[config.mk]
export PLATFORM = sky130hd
export DESIGN_NAME = modbus_rtu_frame_crc
export DESIGN_NICKNAME = d
export VERILOG_FILES = /design/src/mrc_pkg.sv /design/src/modbus_rtu_frame_crc.sv /design/src/mrc_crc_unit.sv /design/src/mrc_frame.sv /design/src/mrc_out_queue.sv
export VERILOG_INCLUDE_DIRS = /design/src /design/src/src
export SDC_FILE = /design/constraint.sdc
export NUM_CORES = 1
export LEC_CHECK = 0
export BUFFER_PORTS_ARGS = -buffer_cell sky130_fd_sc_hd__buf_2
export CORE_UTILIZATION = 25
export CTS_CLUSTER_DIAMETER = 60
export DETAILED_ROUTE_END_ITERATION = 16
export GPL_ROUTABILITY_DRIVEN = 0
export GPL_TIMING_DRIVEN = 1
export PLACE_DENSITY = 0.43
export SLEW_MARGIN = 10
export SYNTH_ARGS = -nofsm -noshare
export SYNTH_HDL_FRONTEND = slang
export SYNTH_SLANG_ARGS = --single-unit
[constraint.sdc]
create_clock -name clk_i -period 3.3 [get_ports clk_i]
set_input_delay 0.165 -clock clk_i [delete_from_list [all_inputs] [get_ports clk_i]]
set_output_delay 0.165 -clock clk_i [all_outputs]
set_load 0.02 [all_outputs]
[src/modbus_rtu_frame_crc_defines.svh]
// Assertion helpers for the Modbus RTU frame CRC block.
`ifndef MODBUS_RTU_FRAME_CRC_DEFINES_SVH
`define MODBUS_RTU_FRAME_CRC_DEFINES_SVH

`ifndef SYNTHESIS
`define MRC_ASSERT_IMP(lbl, clk, rst_n, ante, cons) \
  lbl: assert property (@(posedge clk) disable iff (!rst_n) (ante) |-> (cons)) \
    else $error("assertion failed");
`define MRC_ASSERT_NXT(lbl, clk, rst_n, ante, cons) \
  lbl: assert property (@(posedge clk) disable iff (!rst_n) (ante) |=> (cons)) \
    else $error("assertion failed");
`else
`define MRC_ASSERT_IMP(lbl, clk, rst_n, ante, cons)
`define MRC_ASSERT_NXT(lbl, clk, rst_n, ante, cons)
`endif

`endif

[src/mrc_pkg.sv]
`default_nettype none

package mrc_pkg;

  localparam logic [15:0] CRC_POLY  = 16'hA001;
  localparam logic [15:0] CRC_SEED  = 16'hFFFF;
  localparam logic [8:0]  COUNT_MAX = 9'd511;

  // Result queue geometry
  localparam int QDEPTH = 4;
  localparam int QPTR_W = 2;
  localparam int QCNT_W = 3;

  // Configuration register indexes
  localparam logic REG_MODE     = 1'b0;
  localparam logic REG_PDU_SIZE = 1'b1;

  localparam logic MODE_BUILD = 1'b0;
  localparam logic MODE_CHECK = 1'b1;

  typedef enum logic [2:0] {
    ST_OK        = 3'd0,
    ST_BAD_SIZE  = 3'd1,
    ST_BAD_CRC   = 3'd2,
    ST_EMPTY     = 3'd3,
    ST_TOO_BIG   = 3'd4,
    ST_TOO_SMALL = 3'd5
  } status_e;

  typedef struct packed {
    logic [7:0] data;
    logic       last;
    status_e    status;
    logic [8:0] fsize;
  } result_t;

  // Up to three results pushed by one byte
  typedef struct packed {
    logic [1:0]        count;
    result_t [2:0]     res;
  } push_t;

endpackage

`default_nettype wire

[src/modbus_rtu_frame_crc.sv]
`default_nettype none

// Modbus RTU frame CRC (reflected CRC-16, polynomial 0xA001, seed 0xFFFF).
// Feed one byte per transfer, address first, last_byte_i on the final byte.
// Mode 0 echoes every byte and appends CRC low then high byte on the last one,
// with status and frame size on that final result; mode 1 gives one status
// result per frame. A byte is taken every cycle while the result queue has room
// for a three-result burst; a build-mode last byte yields three results and holds
// off input until the four-entry result queue, which drains one result per cycle
// while out_ready_i is high, has room again. A result passes the input register,
// then the result queue, before it is offered. Write mode and pdu_size only
// between frames with the block drained.
module modbus_rtu_frame_crc #(
  parameter int MAX_SIZE = 256,
  parameter int MIN_SIZE = 4
) (
  input  wire logic       clk_i,
  input  wire logic       rst_ni,

  input  wire logic       cfg_valid_i,
  output logic            cfg_ready_o,
  input  wire logic       cfg_index_i,
  input  wire logic [7:0] cfg_data_i,

  input  wire logic       in_valid_i,
  output logic            in_ready_o,
  input  wire logic [7:0] data_byte_i,
  input  wire logic       last_byte_i,

  output logic            out_valid_o,
  input  wire logic       out_ready_i,
  output logic [7:0]      out_byte_o,
  output logic            out_last_o,
  output logic [2:0]      status_o,
  output logic [8:0]      frame_size_o
);

  logic       mode_q;
  logic [7:0] pdu_size_q;

  logic       s_valid_q;
  logic [7:0] s_byte_q;
  logic       s_last_q;

  logic             room;
  logic             adv;
  mrc_pkg::push_t   push;
  mrc_pkg::result_t res;

  assign cfg_ready_o = 1'b1;

  always_ff @(posedge clk_i or negedge rst_ni) begin
    if (!rst_ni) begin
      mode_q     <= mrc_pkg::MODE_BUILD;
      pdu_size_q <= '0;
    end else if (cfg_valid_i) begin
      unique case (cfg_index_i)
        mrc_pkg::REG_MODE:     mode_q     <= cfg_data_i[0];
        mrc_pkg::REG_PDU_SIZE: pdu_size_q <= cfg_data_i;
      endcase
    end
  end

  // Input register moves into the frame logic when the queue can take a burst
  assign adv        = s_valid_q && room;
  assign in_ready_o = !s_valid_q || room;

  always_ff @(posedge clk_i or negedge rst_ni) begin
    if (!rst_ni) begin
      s_valid_q <= 1'b0;
    end else if (in_ready_o) begin
      s_valid_q <= in_valid_i;
    end
  end

  always_ff @(posedge clk_i) begin
    if (in_valid_i && in_ready_o) begin
      s_byte_q <= data_byte_i;
      s_last_q <= last_byte_i;
    end
  end

  mrc_frame #(
    .MAX_SIZE (MAX_SIZE),
    .MIN_SIZE (MIN_SIZE)
  ) u_frame (
    .clk_i      (clk_i),
    .rst_ni     (rst_ni),
    .fire_i     (adv),
    .data_i     (s_byte_q),
    .last_i     (s_last_q),
    .mode_i     (mode_q),
    .pdu_size_i (pdu_size_q),
    .push_o     (push)
  );

  mrc_out_queue u_queue (
    .clk_i       (clk_i),
    .rst_ni      (rst_ni),
    .push_i      (push),
    .room_o      (room),
    .out_valid_o (out_valid_o),
    .out_ready_i (out_ready_i),
    .out_res_o   (res)
  );

  assign out_byte_o   = res.data;
  assign out_last_o   = res.last;
  assign status_o     = res.status;
  assign frame_size_o = res.fsize;

endmodule

`default_nettype wire

[src/mrc_crc_unit.sv]
`default_nettype none

// One byte of reflected CRC-16, all eight bit steps unrolled.
module mrc_crc_unit (
  input  wire logic [15:0] crc_i,
  input  wire logic [7:0]  data_i,
  output logic      [15:0] crc_o
);

  logic [15:0] c;

  always_comb begin
    c = crc_i ^ {8'h00, data_i};
    for (int i = 0; i < 8; i++) begin
      if (c[0]) begin
        c = (c >> 1) ^ mrc_pkg::CRC_POLY;
      end else begin
        c = c >> 1;
      end
    end
    crc_o = c;
  end

endmodule

`default_nettype wire

[src/mrc_frame.sv]
`default_nettype none

// Per-frame state (count, running and captured CRC) and result generation.
module mrc_frame #(
  parameter int MAX_SIZE = 256,
  parameter int MIN_SIZE = 4
) (
  input  wire logic                clk_i,
  input  wire logic                rst_ni,
  input  wire logic                fire_i,
  input  wire logic [7:0]          data_i,
  input  wire logic                last_i,
  input  wire logic                mode_i,
  input  wire logic [7:0]          pdu_size_i,
  output mrc_pkg::push_t           push_o
);

  logic [8:0]  count_q, count_d;
  logic [15:0] crc_q, crc_d;
  logic [15:0] cap_q, cap_d;

  logic [15:0] crc_new;
  logic [8:0]  n;
  logic [8:0]  adu;
  logic        hit;
  logic [15:0] cap_eff;
  logic [9:0]  ext;
  mrc_pkg::status_e st_build, st_check;
  logic [8:0]  fsize;

  mrc_crc_unit u_crc (
    .crc_i  (crc_q),
    .data_i (data_i),
    .crc_o  (crc_new)
  );

  assign n       = (count_q == mrc_pkg::COUNT_MAX) ? count_q : count_q + 9'd1;
  assign adu     = {1'b0, pdu_size_i} + 9'd3;
  assign hit     = (n == adu);
  assign cap_eff = hit ? crc_new : cap_q;
  assign ext     = {1'b0, n} + 10'd2;

  always_comb begin
    fsize = '0;
    if (n == 9'd1) begin
      st_build = mrc_pkg::ST_EMPTY;
    end else if (ext > 10'(MAX_SIZE)) begin
      st_build = mrc_pkg::ST_TOO_BIG;
    end else if (ext < 10'(MIN_SIZE)) begin
      st_build = mrc_pkg::ST_TOO_SMALL;
    end else begin
      st_build = mrc_pkg::ST_OK;
      fsize    = ext[8:0];
    end

    if ((n < 9'(MIN_SIZE)) || (n < adu)) begin
      st_check = mrc_pkg::ST_BAD_SIZE;
    end else if (cap_eff != 16'h0000) begin
      st_check = mrc_pkg::ST_BAD_CRC;
    end else begin
      st_check = mrc_pkg::ST_OK;
    end
  end

  always_comb begin
    push_o = '0;
    if (fire_i) begin
      if (mode_i == mrc_pkg::MODE_BUILD) begin
        push_o.res[0] = '{data: data_i, last: 1'b0, status: mrc_pkg::ST_OK, fsize: 9'd0};
        if (last_i) begin
          push_o.count  = 2'd3;
          push_o.res[1] = '{data: crc_new[7:0], last: 1'b0, status: mrc_pkg::ST_OK,
                            fsize: 9'd0};
          push_o.res[2] = '{data: crc_new[15:8], last: 1'b1, status: st_build,
                            fsize: fsize};
        end else begin
          push_o.count = 2'd1;
        end
      end else if (last_i) begin
        push_o.count  = 2'd1;
        push_o.res[0] = '{data: 8'h00, last: 1'b1, status: st_check, fsize: 9'd0};
      end
    end
  end

  always_comb begin
    count_d = count_q;
    crc_d   = crc_q;
    cap_d   = cap_q;
    if (fire_i) begin
      if (last_i) begin
        count_d = '0;
        crc_d   = mrc_pkg::CRC_SEED;
        cap_d   = '0;
      end else begin
        count_d = n;
        crc_d   = crc_new;
        cap_d   = cap_eff;
      end
    end
  end

  always_ff @(posedge clk_i or negedge rst_ni) begin
    if (!rst_ni) begin
      count_q <= '0;
      crc_q   <= mrc_pkg::CRC_SEED;
      cap_q   <= '0;
    end else begin
      count_q <= count_d;
      crc_q   <= crc_d;
      cap_q   <= cap_d;
    end
  end

endmodule

`default_nettype wire

[src/mrc_out_queue.sv]
`default_nettype none

`include "modbus_rtu_frame_crc_defines.svh"

// Four-entry result queue: takes up to three results a cycle, hands out one while out_ready_i is high.
module mrc_out_queue (
  input  wire logic              clk_i,
  input  wire logic              rst_ni,
  input  wire mrc_pkg::push_t    push_i,
  output logic                   room_o,
  output logic                   out_valid_o,
  input  wire logic              out_ready_i,
  output mrc_pkg::result_t       out_res_o
);

  mrc_pkg::result_t entries_q [mrc_pkg::QDEPTH];

  logic [mrc_pkg::QPTR_W-1:0] wr_ptr_q, wr_ptr_d;
  logic [mrc_pkg::QPTR_W-1:0] rd_ptr_q, rd_ptr_d;
  logic [mrc_pkg::QCNT_W-1:0] cnt_q, cnt_d;
  logic                       pop;

  // Room for a full three-result burst
  assign room_o      = (cnt_q <= mrc_pkg::QCNT_W'(mrc_pkg::QDEPTH - 3));
  assign out_valid_o = (cnt_q != '0);
  assign out_res_o   = entries_q[rd_ptr_q];
  assign pop         = out_valid_o && out_ready_i;

  always_comb begin
    wr_ptr_d = wr_ptr_q + mrc_pkg::QPTR_W'(push_i.count);
    rd_ptr_d = rd_ptr_q + mrc_pkg::QPTR_W'(pop);
    cnt_d    = cnt_q + mrc_pkg::QCNT_W'(push_i.count) - mrc_pkg::QCNT_W'(pop);
  end

  always_ff @(posedge clk_i or negedge rst_ni) begin
    if (!rst_ni) begin
      wr_ptr_q <= '0;
      rd_ptr_q <= '0;
      cnt_q    <= '0;
    end else begin
      wr_ptr_q <= wr_ptr_d;
      rd_ptr_q <= rd_ptr_d;
      cnt_q    <= cnt_d;
    end
  end

  always_ff @(posedge clk_i) begin
    for (int k = 0; k < 3; k++) begin
      if (2'(k) < push_i.count) begin
        entries_q[wr_ptr_q + mrc_pkg::QPTR_W'(k)] <= push_i.res[k];
      end
    end
  end

  `MRC_ASSERT_IMP(a_cnt_bound, clk_i, rst_ni, 1'b1, cnt_q <= mrc_pkg::QCNT_W'(mrc_pkg::QDEPTH))
  `MRC_ASSERT_IMP(a_push_room, clk_i, rst_ni, push_i.count != 2'd0, room_o)
  `MRC_ASSERT_NXT(a_pop_drains, clk_i, rst_ni, pop && (push_i.count == 2'd0), cnt_q == $past(cnt_q) - 3'd1)

endmodule

`default_nettype wire
### Yosys cells after proc, flatten, opt, wreduce, memory -nomap -nowiden

Memories as Yosys holds them, arrays and structs flattened.
Cells that the tools add are included.

* bitwise logic cells: 10
* magnitude comparators: 8
* reduce and logical (&&, ||, !) cells: 10
* add/sub/neg operators: 9
* muxes and demuxes: 35
* equal/unequal tests: 3

Operator list (number)
* 16-bit 2-to-1 mux: 11
* 42-bit 2-to-1 mux: 2
* 65-bit 2-to-1 mux: 1
* 9-bit 2-to-1 mux: 5
* 2-bit NOT with 3-bit output: 8
* 21-bit 2-to-1 mux: 1
* 16-bit nonzero test: 1
* 16-bit by 8-bit bitwise XOR with 16-bit output: 1
* 13-bit 2-to-1 mux: 1
* 3-bit 2-to-1 mux: 4
* 9-bit by 2-bit adder with 10-bit output, second input constant: 1
* 10-bit by 9-bit > comparator with 1-bit output, second input constant: 1
* 10-bit by 3-bit less-than comparator with 1-bit output, second input constant: 1
* 8-bit by 2-bit adder with 9-bit output, second input constant: 1
* 9-bit by 1-bit adder with 9-bit output, second input constant: 1
* 9-bit by 1-bit == test with 1-bit output, second input constant: 1
* 9-bit == test: 1
* 9-bit == test, second input constant: 1
* 9-bit by 3-bit less-than comparator with 1-bit output, second input constant: 1
* 9-bit less-than comparator: 1
* 1-bit 2-to-1 mux: 7
* 2-bit 2-to-1 mux: 3
* 1-bit by 2-bit less-than comparator with 1-bit output, first input constant: 2
* 2-bit AND reduction: 2
* other kinds (13): 16

* word-level logic and storage cells: 87
* memory bits (writable): 84
* output and inout port bits: 24
* input port bits: 23
* flip-flop bits (word level): 67
* memories kept: 1

Memories
* u_queue.entries_q: depth 4, width 21, read ports 1, clocked after Yosys merged registers in 0, wr ports 3, RTL line mrc_out_queue.sv:16 `mrc_pkg::result_t entries_q [mrc_pkg::QDEPTH];`

### Depth between registers and ports, before layout

Gate-level depths: netlist of the first run.

* depth after elaboration: 27
* mapped depth: 14
* gate-level depth less buffers: 13

### Hierarchy

A second synthesis of the first run with hierarchy kept.

* cells, all modules: 969
* area, all modules: 9326.4 um^2

By module, submodules not included
* mrc_out_queue: area an instance 5226.3 um^2, cells an instance 538, times used 1
* mrc_frame: area an instance 3110.5 um^2, cells an instance 366, times used 1
* modbus_rtu_frame_crc: area an instance 705.7 um^2, cells an instance 36, times used 1
* mrc_crc_unit: area an instance 284.0 um^2, cells an instance 29, times used 1

### Least setup slack after synthesis of the first run

OpenSTA, ideal clock, no wires.

* path type: register -> register
* from: register u_queue.cnt_q[1] (netlist bit)
* to: memory u_queue.entries_q[1][0] (netlist bit), enable pin
* setup time: 0.428 ns
* slack: -0.102 ns
* data arrival time: 2.974 ns
* clock period less this slack: 3.402 ns
* buffers on the path: 0
* cell stages (with the launch flop): 8
* path through: dfrtp_1 -> nor2_1 -> nand2_1 -> nor3_1 -> inv_1 -> nor2_1 -> a21oi_1 -> o21ai_0

RTL lines
* start: declaration: RTL line mrc_out_queue.sv:20 `logic [mrc_pkg::QCNT_W-1:0] cnt_q, cnt_d;`
* start signal: assignment: RTL line mrc_out_queue.sv:43 `cnt_q <= cnt_d;`
* end: declaration: RTL line mrc_out_queue.sv:16

==> results of run 1 <==
## cells in the mapped netlist (5+ instances only)
master | number | area share
edfxtp_1 | 93 | 0.33
nand2_1 | 81 | 0.036
o21ai_0 | 61 | 0.036
nor2_1 | 58 | 0.026
dfrtp_1 | 42 | 0.13
a21oi_1 | 31 | 0.019
nand3_1 | 29 | 0.017
clkbuf_1 | 27 | 0.012
nor3_1 | 26 | 0.016
xnor2_1 | 23 | 0.024
mux4_2 | 21 | 0.057
inv_1 | 20 | 0.0090
ha_1 | 17 | 0.025
a22oi_1 | 16 | 0.014
dfstp_2 | 16 | 0.050
xor2_1 | 13 | 0.014
mux2_2 | 10 | 0.013
nand4_1 | 9 | 0.0067
nor4_1 | 8 | 0.0060
nor4_2 | 8 | 0.012
and3_1 | 7 | 0.0052
buf_2 | 7 | 0.0042
a31oi_1 | 6 | 0.0045
and2_1 | 6 | 0.0045
buf_4 | 6 | 0.0054
nor2b_1 | 6 | 0.0045
o22a_1 | 6 | 0.0063
a211oi_1 | 5 | 0.0045
a22o_1 | 5 | 0.0052
and4_1 | 5 | 0.0052
mux2i_1 | 5 | 0.0060
## kinds of logic (layout without fill, tap and decap cells)
family,after synthesis,after routing
flip-flops,151,151
AO/OA/AOI/OAI,176,176
buffers and inverters,68,198
adder cells (fa/ha/maj),18,18
other,1,1
AND/OR/NAND/NOR,259,259
multiplexers,36,36
XOR/XNOR,41,41
## sequential cells by signal (all words and copies together) (netlist names)
register,cells
mode_q,1
pdu_size_q,8
s_byte_q,8
s_last_q,1
s_valid_q,1
u_frame.cap_q,16
u_frame.count_q,9
u_frame.crc_q,16
u_queue.cnt_q,3
u_queue.entries_q,84
u_queue.rd_ptr_q,2
u_queue.wr_ptr_q,2
## worst max-delay path, delay by kind of cell (launching register included)
kind	cells	cell delay, ns
adder cells (fa/ha/maj)	1	0.18
flip-flops	1	0.42
buffers and inverters	2	0.24
AO/OA/AOI/OAI	3	1.04
AND/OR/NAND/NOR	6	0.92
## layout make-up
cell class | count | area, µm² | share of cell area
Clock buffer | 17 | 425.4 | 0.04063
Clock inverter | 15 | 202.7 | 0.01936
Inverter | 21 | 78.83 | 0.007529
Multi-Input combinational cell | 531 | 3891 | 0.3717
Sequential cell | 151 | 4267 | 0.4075
Tap cell | 442 | 553.0 | 0.05282
Timing Repair Buffer | 145 | 1052 | 0.1005
## how the worst max path moves through the flow
stage / cells after the start / slack (ns) / start / endpoint
5_1_grt: 14 / -0.003 / u_frame.count_q[5] / u_queue.entries_q[0][10]
3_3_place_gp: 11 / 0.15 / u_frame.count_q[0] / u_queue.entries_q[0][10]
4_1_cts: 11 / 0.08 / u_frame.count_q[1] / u_queue.entries_q[0][10]
2_1_floorplan: 7 / -0.10 / u_queue.cnt_q[1] / u_queue.entries_q[1][0]
6_report: 12 / 0.24 / u_frame.count_q[2] / u_queue.entries_q[0][0]
3_5_place_dp: 11 / 0.11 / u_frame.count_q[1] / u_queue.entries_q[0][10]
## power groups by stage
stage	registers (µW)	clock network, µW	logic (µW)
CTS	2960	2100	4500
floorplan	2830	0	2780
detailed placement	3000	0	4460
global placement	2990	0	4470
finish	2960	2050	4530
global route	3020	2180	4970
## metrics by stage
step                      worst slack (ns)  hold WS (ns)
after floorplan                    -0.1021       -0.1306
after global placement              0.1469        0.1107
after detailed placement            0.1082        0.1096
after CTS                          0.08072       0.08607
after global routing             -0.003037       0.09384
final                               0.2394        0.1060
## what timing repair did
item                                   CTS  global route
setup endpoints to repair                0            36
buffers inserted                         0             4
hold buffers                            19             0
resized for setup                        0            23
endpoints found under the hold margin   33             0
## metal layers
metal	routed length (µm)	vias to the layer above	share of wire
met1	12250	3073	0.51
met5	0	-	0
li1	-	3059	-
met3	1061	15	0.044
met2	10310	149	0.43
met4	281	0	0.012
## layout by cell type, fill, tap and decap left out, types with 16 or more instances in the layout
cell           count
a21oi_1           30
a22oi_1           16
buf_2             45
buf_4             78
clkbuf_16         17
dfrtp_1           40
dfstp_2           16
dlygate4sd3_1     19
edfxtp_1          93
inv_1             20
mux4_2            21
nand2_1           81
nand3_1           29
nor2_1            56
nor3_1            25
o21ai_0           59
xnor2_1           23
==> impl_metrics.ini, run 1 <==
[synth]
syn-cell-area_mm2 = 0.008369
yosysWarnings = 0
syn_nets = 791
syn_avg_cell_area_um2 = 11.16
synth_mux_area_frac = 0.07595
synth_cells = 750
synth_fa_ha_area_frac = 0.02781
synth_ff_type = edfxtp_1
ys_ff_latch = 151
synth-async-reset-ratio = 0.3841
synth-compound-area-share = 0.1417
synthXorXnorAreaFrac = 0.04814
synth_top_family_by_area = simple AND/OR/NAND/NOR gates
synth-seq-area-share = 0.5095
synth_edf_count = 93
ys_types = 77
synth-simple-area-share = 0.1595

[worst_hold_path]
min_to = mode_q
holdCritStartpoint = cfg_index_i
holdPathStages = 3
hp-class = input pin to flip-flop

[layout]
nFillCells = 3386
final_cells = 1322
fin_area_mm2 = 0.01047
antenna_cells = 0
synthToLayoutAreaGrowth_pct = 25.10
drive_above_1_share = 0.2886
fin_util = 0.3202
finish.net_count = 908

[power]
ir_worst_vdd_mv = 0.5015
power.switching_uw = 4002
pwr-share-seq = 0.310
p_sw_frac = 0.4195
p_per_area_mw_per_mm2 = 911.2
p_clk_frac = 0.214
total_power_uw = 9540
cell_internal_pwr_uw = 5538
pwr-share-comb = 0.475
power.static_leakage_uw = 0.003910

[routing]
remaining_drc_errors = 0
drt-initial-drc-count = 504
wl_per_cell_um = 18.08
drtAntennaViolNets = 0
vias_per_cell = 4.762
wl_um = 23900
vias = 6296
drt_first_pass_iters = 7

[sta]
fin_crit_sh = 0.9274
worst_pin_slew_ns = 0.8397
max-slew-margin-rel = 0.4362
finalCriticalPeriod_ns = 3.061
slew_viol_final = 0
rsz0062_at_grt = true
fmax_mhz = 326.7
setup_viol = 0
skew_ns = 0.01715
hold_viol = 0
final.setup.tns_ns = 0

[floorplanning]
placement_rows = 66
core_mm2 = 0.03270
die_w_um = 185.0
die_h_um = 185.0
initial_core_util = 0.2559
dieArea_mm2 = 0.03421
io_pins = 47

[place]
io_buffer_count = 45
dpl.hpwl_um = 16930
place_area_mm2 = 0.009537
dp_cells = 1267

[clock_tree]
cts-buffers-inserted = 17
cts_root_buf = clkbuf_16
clkSinkCount = 151
cts.clk_slew.worst_paths_ns = 0.07
cts_tree = yes
htree_levels = 4
insertion_delay_ns = 0.43
cts_buffer_depth = 2

[setup_path]
end_kind = flip-flop
crit_type = flip-flop to flip-flop
crit_path_top_delay_cell = a2111oi_4
crit_chain = and4_4, nand4_1, a21boi_1, inv_1, ha_2, nor2b_4, nand3_1, o32a_1, a2111oi_4, and2_1, buf_12, nor4_2
cp_max_fo = 8
reg2reg_depth = 12
timing.rr.end = u_queue.entries_q[0][0]
max_stage_delay_ns = 0.44
r2r_start = u_frame.count_q[2]
cp.required_ns = 3.47
critPathArrivalTime_ns = 3.23
cp-start-kind = flip-flop
rrSetupSlack_ns = 0.24

[status]
status = finished clean

[grt]
grt_pass1_wl_um = 37290
grt_use_met1 = 0.2187
track_usage = 0.1454
grt_max_degree = 45
grt.overflow.total = 0
antenna_found_initial = 0
busiest_layer = met1
met3_usage = 0.02674
first_global_vias = 6193
grt_use_met2 = 0.2108

[job]
cap_violations = 0
No activity file was read; power rests on OpenSTA's default activity.
==> run 2, diff against run 1 <==
Settings changed: ABC_AREA set to 1, GPL_ROUTABILITY_DRIVEN 0 to not set.
==> impl_metrics.ini, run 2 <==
[clock_tree]
cts_root_buf = clkbuf_16
cts.clk_slew.worst_paths_ns = 0.07
htree_levels = 4
cts_buffer_depth = 2
clkSinkCount = 151
cts-buffers-inserted = 17
insertion_delay_ns = 0.43
cts_tree = yes

[power]
pwr-share-comb = 0.457
ir_worst_vdd_mv = 0.3610
cell_internal_pwr_uw = 4812
power.switching_uw = 3698
total_power_uw = 8510
p_per_area_mw_per_mm2 = 794.3
pwr-share-seq = 0.319
p_clk_frac = 0.225
p_sw_frac = 0.4345
power.static_leakage_uw = 0.004532

[layout]
layout_commonest_cell = nand2_1
final_cells = 1505
largest_register_ffs = 84
finish.net_count = 1091
drive_above_1_share = 0.2907
regMostFlops = u_queue.entries_q
top_regs = u_queue.entries_q (84), u_frame.cap_q (16), u_frame.crc_q (16)
antenna_cells = 0
synthToLayoutAreaGrowth_pct = 29.53
fin_area_mm2 = 0.01071
final_cell_mix = nand2_1 (170), nor2_1 (94), inv_1 (93), edfxtp_1 (93), o21ai_0 (82)

[synth]
ys_top_cells_by_area = edfxtp_1 (34%), dfrtp_1 (13%), nand2_1 (8.3%), o21ai_0 (5.7%), dfstp_2 (5.1%)
syn_nets = 963
synth_cells = 922
syn-cell-area_mm2 = 0.008270
yosysMostFrequentCell = nand2_1
syn_avg_cell_area_um2 = 8.970
synth_edf_count = 93
yosys.area.top_type = edfxtp_1
ys_ff_latch = 151
synth_ff_type = edfxtp_1
yosysWarnings = 0
synth-seq-area-share = 0.5156
netlist_top_cells_count = nand2_1 (183), nor2_1 (102), inv_1 (99)
synth-async-reset-ratio = 0.3841
ys_types = 50
synth.top_cell.area_share = 0.3377

[setup_path]
cp_max_fo = 5
crit_type = flip-flop to flip-flop
end_kind = flip-flop
cp-start-kind = flip-flop
crit_path_frequent_cell = nand2_1
reg2reg_depth = 23
r2r_start = u_frame.count_q[1]
critPathArrivalTime_ns = 3.37
timing.rr.end = u_queue.entries_q[2][10]
rrSetupSlack_ns = 0.12
max_stage_delay_ns = 0.41
worstSetupStartpoint = u_frame.count_q[1]
crit_chain = ha_2, nand3_4, inv_4, buf_4, nand4_1, nand3_2, ha_4, nand2_2, inv_2, nand2_2, nor2_4, nand2_4, buf_16, o21ai_4, nand2_1, nor2_1, nand2_1, nor2_2, nand2_1, nor2_1, nand3_1, nand2_2, nand2_1
crit_path_top_delay_cell = dfrtp_1
cp.required_ns = 3.49

[floorplanning]
placement_rows = 66
die_h_um = 183.9
io_pins = 47
die_w_um = 183.9
initial_core_util = 0.2542
core_mm2 = 0.03254
dieArea_mm2 = 0.03381

[sta]
setup_viol = 0
worst_pin_slew_ns = 0.9604
skew_ns = 0.008834
finalHoldWorstSlack_ns = 0.2754
hold_viol = 0
slew_viol_final = 0
fmax_mhz = 314.9
rsz0062_at_grt = true
final.setup.tns_ns = 0
finalCriticalPeriod_ns = 3.175
max-slew-margin-rel = 0.3590
fin_crit_sh = 0.9623

[worst_hold_path]
min_to = pdu_size_q[0]
holdCritStartpoint = cfg_index_i
hp-class = input pin to flip-flop
holdPathStages = 4

[routing]
wl_met1_um = 11140
vias = 6700
vias_per_cell = 4.452
drtAntennaViolNets = 0
wl_um = 23270
remaining_drc_errors = 0
dr_wl_met3_um = 852
drt-initial-drc-count = 391
wl_per_cell_um = 15.46
drt_first_pass_iters = 5
top_layer_used = met4
wl_met2_um = 10930

[status]
status = finished clean

[place]
dpl.hpwl_um = 16270
gp_congestion = 0.8247
io_buffer_count = 45
place_area_mm2 = 0.009447
dp_cells = 1437

[grt]
antenna_found_initial = 0
grt_max_degree = 44
grt_pass1_wl_um = 36910
track_usage = 0.1437
grt.overflow.total = 0
first_global_vias = 6429

[job]
cap_violations = 0
==> run 2: cell count changes in the layout (fill, tap and decap cells not counted), sizes merged, moves of 7 or more <==
cell / before / now
nor4: 16 / 1
o221ai: 4 / 12
nor3: 28 / 4
o21ai: 63 / 95
and3: 7 / 0
o22ai: 2 / 53
mux4: 21 / 0
nor2: 58 / 136
a31oi: 10 / 1
a21oi: 31 / 19
nand2: 82 / 197
a22oi: 16 / 8
inv: 27 / 117
xnor2: 26 / 8
==> run 2: cells by family (layout without fill, tap and decap cells) <==
family,count (synthesis),count (layout),synth area share
buf+inv,146,286,0.06884
xor+xnor,21,21,0.02224
compound gates,198,198,0.1392
mux,5,5,0.006807
other cells,1,1,0.0004534
flops,151,151,0.5156
fa+ha+maj,18,18,0.02814
simple gates,382,383,0.2188
==> run 2: timing repair <==
action | CTS | global route
setup buffers | 6 | 7
gates resized for setup | 34 | 51
gates cloned | 3 | 0
hold buffers | 21 | 0
hold endpoints to repair | 37 | 0
pin swaps | 17 | 26
setup endpoints to repair | 4 | 8
==> run 2: metrics by stage <==
step / setup slack (ns) / utilization
final: 0.1246 / 0.3293
after global placement: -0.1263 / 0.2903
after CTS: 0.005838 / 0.3207
after global routing: -0.05401 / 0.3293
after floorplan: 0.06627 / -
after detailed placement: -0.2086 / 0.2903
==> run 2: how the worst max path moves through the flow <==
| stage | slack, ns | cells after the start | end |
|---|---|---|---|
| finish | 0.12 | 23 | u_queue.entries_q[2][10] |
| global route | -0.05 | 20 | u_queue.entries_q[2][10] |
| CTS | 0.006 | 24 | u_queue.entries_q[0][10] |
| detailed placement | -0.21 | 24 | u_queue.entries_q[0][10] |
| global placement | -0.13 | 24 | u_queue.entries_q[3][10] |
| floorplan | 0.07 | 6 | u_queue.entries_q[1][0] |
==> run 2: area by class of cell <==
| cell class | count | area, µm² |
|---|---|---|
| sequential | 151 | 4264 |
| multi-input combinational | 626 | 3792 |
| inverter | 112 | 427.9 |
| clock inverter | 15 | 145.1 |
| tap | 442 | 553.0 |
| fill | 3402 | 21820 |
| timing repair buffer | 142 | 1105 |
| clock buffer | 17 | 425.4 |
==> run 2: layer usage <==
layer / vias up / global-route usage
li1: 3375 / -
met1: 3152 / 0.1990
met2: 146 / 0.2286
met3: 27 / 0.02496
met4: 0 / 0.04067
met5: - / 0
==> run 2: power groups by stage <==
| stage | Clock [µW] | Sequential [µW] | Combinational [µW] |
|---|---|---|---|
| finish | 1910 | 2710 | 3890 |
| global route | 2040 | 2750 | 4340 |
| CTS | 1960 | 2700 | 3830 |
| detailed placement | 0 | 2730 | 3740 |
| global placement | 0 | 2730 | 3730 |
| floorplan | 0 | 2680 | 2430 |
==> run 2: worst max-delay path: cells and delay by family (launching register included) <==
family          cells  cell delay, ns
fa+ha+maj           2            0.51
compound gates      1            0.15
simple gates       16            1.44
buf+inv             4            0.39
flops               1            0.41
==> run 3, diff against run 2 <==
Clock period 3.3 ns to 2.79 ns, I/O delays scaled along.
==> impl_metrics.ini, run 3 (synthesis gave the netlist of run 2 again) <==
[setup_path]
cp_max_fo = 8
crit_type = flip-flop to flip-flop
cp-start-kind = flip-flop
r2r_start = u_frame.count_q[0]
critPathArrivalTime_ns = 3.36
crit_end = u_queue.entries_q[0][10]
worstSetupStartpoint = u_frame.count_q[0]
cp.required_ns = 2.97
end_kind = flip-flop
timing.rr.end = u_queue.entries_q[0][10]
reg2reg_depth = 23
rrSetupSlack_ns = -0.38

[sta]
fmax_mhz = 315.1
final.setup.tns_ns = -2.789
slew_viol_final = 0
worst_slack_ns = -0.3832
finalHoldWorstSlack_ns = 0.2030
skew_ns = 0.01813
max-slew-margin-rel = 0.2892
finalCriticalPeriod_ns = 3.173
setup_viol = 40
rsz0062_at_grt = true
worst_pin_slew_ns = 1.065
hold_viol = 0
fin_crit_sh = 1.137

[routing]
vias_per_cell = 4.431
wl_per_cell_um = 15.27
wl_um = 23660
vias = 6864
drtAntennaViolNets = 0
drt-initial-drc-count = 392
drt_first_pass_iters = 4
remaining_drc_errors = 0

[clock_tree]
insertion_delay_ns = 0.44
cts.clk_slew.worst_paths_ns = 0.07
cts_tree = yes
cts_buffer_depth = 2
htree_levels = 4
cts_root_buf = clkbuf_16
cts-buffers-inserted = 17
clkSinkCount = 151

[layout]
final_cells = 1549
largest_register_ffs = 84
synthToLayoutAreaGrowth_pct = 33.00
final_cell_mix = nand2_1 (174), buf_4 (109), inv_1 (94), nor2_1 (93), edfxtp_1 (93)
antenna_cells = 0
finish.net_count = 1135
top_regs = u_queue.entries_q (84), u_frame.cap_q (16), u_frame.crc_q (16)
drive_above_1_share = 0.3162
regMostFlops = u_queue.entries_q
layout_commonest_cell = nand2_1
fin_util = 0.3381

[power]
ir_worst_vdd_mv = 0.4616
power.static_leakage_uw = 0.004779
total_power_uw = 10670
p_per_area_mw_per_mm2 = 969.8

[place]
gp_congestion = 0.8035
dp_cells = 1479
io_buffer_count = 45
dpl.hpwl_um = 16720

[grt]
grt_pass1_wl_um = 37520
grt.overflow.total = 0
antenna_found_initial = 0
track_usage = 0.1463
grt_max_degree = 44
first_global_vias = 6673

[floorplanning]
core_mm2 = 0.03254
io_pins = 47
initial_core_util = 0.2542
placement_rows = 66
die_w_um = 183.9
die_h_um = 183.9
dieArea_mm2 = 0.03381

[job]
cap_violations = 0

[status]
status = finished, violations left
violations = setup timing

[worst_hold_path]
hp-class = input pin to asynchronous set/reset pin
==> run 3: layout make-up <==
| class | count | area (µm²) |
|---|---|---|
| clock inverter | 15 | 181.4 |
| sequential | 151 | 4265 |
| fill | 3425 | 21540 |
| timing repair buffer | 187 | 1424 |
| tap | 442 | 553.0 |
| inverter | 112 | 425.4 |
| multi-input combinational | 625 | 3725 |
| clock buffer | 17 | 425.4 |
==> run 3: per-stage QoR <==
stage	instance area, µm²	setup slack (ns)
detailed placement	9813	-0.6028
finish	11000	-0.3832
global placement	9813	-0.5287
floorplan	8354	-0.4437
global route	11000	-0.6107
CTS	10770	-0.3943
==> run 3: worst min path at each step <==
stage / startpoint / to / slack [ns] / cells after the start
after floorplan: rst_ni / mode_q / -0.16 / 0
after CTS: rst_ni / u_queue.rd_ptr_q[1] / 0.21 / 2
final: rst_ni / u_queue.cnt_q[0] / 0.20 / 2
after global routing: rst_ni / u_queue.cnt_q[0] / 0.25 / 2
after detailed placement: rst_ni / u_queue.cnt_q[2] / 0.14 / 1
after global placement: rst_ni / s_valid_q / 0.13 / 1
==> run 3: what timing repair did <==
item                                   in CTS  in global routing
cloned                                      0                  0
gates resized for setup                    25                 42
buffers inserted                            9                  9
hold buffers                               21                  0
endpoints found under the hold margin      27                  0
pin swaps                                   9                 32
setup endpoints to repair                  44                 51
==> run 3: power breakdown <==
| part | internal [µW] | switching, µW | total [µW] |
|---|---|---|---|
| Sequential | 2950 | 254 | 3210 |
| Combinational | 1880 | 3240 | 5120 |
| Clock | 1210 | 1130 | 2340 |
==> run 3: routing by layer <==
layer,GRT usage,part of all wire,up-vias,wire [µm]
li1,-,-,3462,-
met4,0.03433,0.0082,0,195
met5,0,0,-,0
met2,0.2297,0.46,107,10830
met3,0.02456,0.030,13,705
met1,0.2082,0.50,3282,11930
==> run 3: critical path: stages (launching register included) <==
cell and delay [ns]:
dfrtp_1 0.41, ha_2 0.22, nand3_4 0.10, inv_4 0.05, nand3_4 0.13, buf_6 0.12, nand3_4 0.09, ha_4 0.28
nand2_2 0.04, inv_2 0.05, nand2_2 0.06, nor2_4 0.12, nand2_4 0.10, buf_6 0.16, o21ai_2 0.14, nand2_1 0.06
nor2_1 0.11, nand2_1 0.07, nor2_1 0.13, nand2_1 0.08, nor2_2 0.15, nand3_2 0.08, nand2_2 0.10, nand2_1 0.06
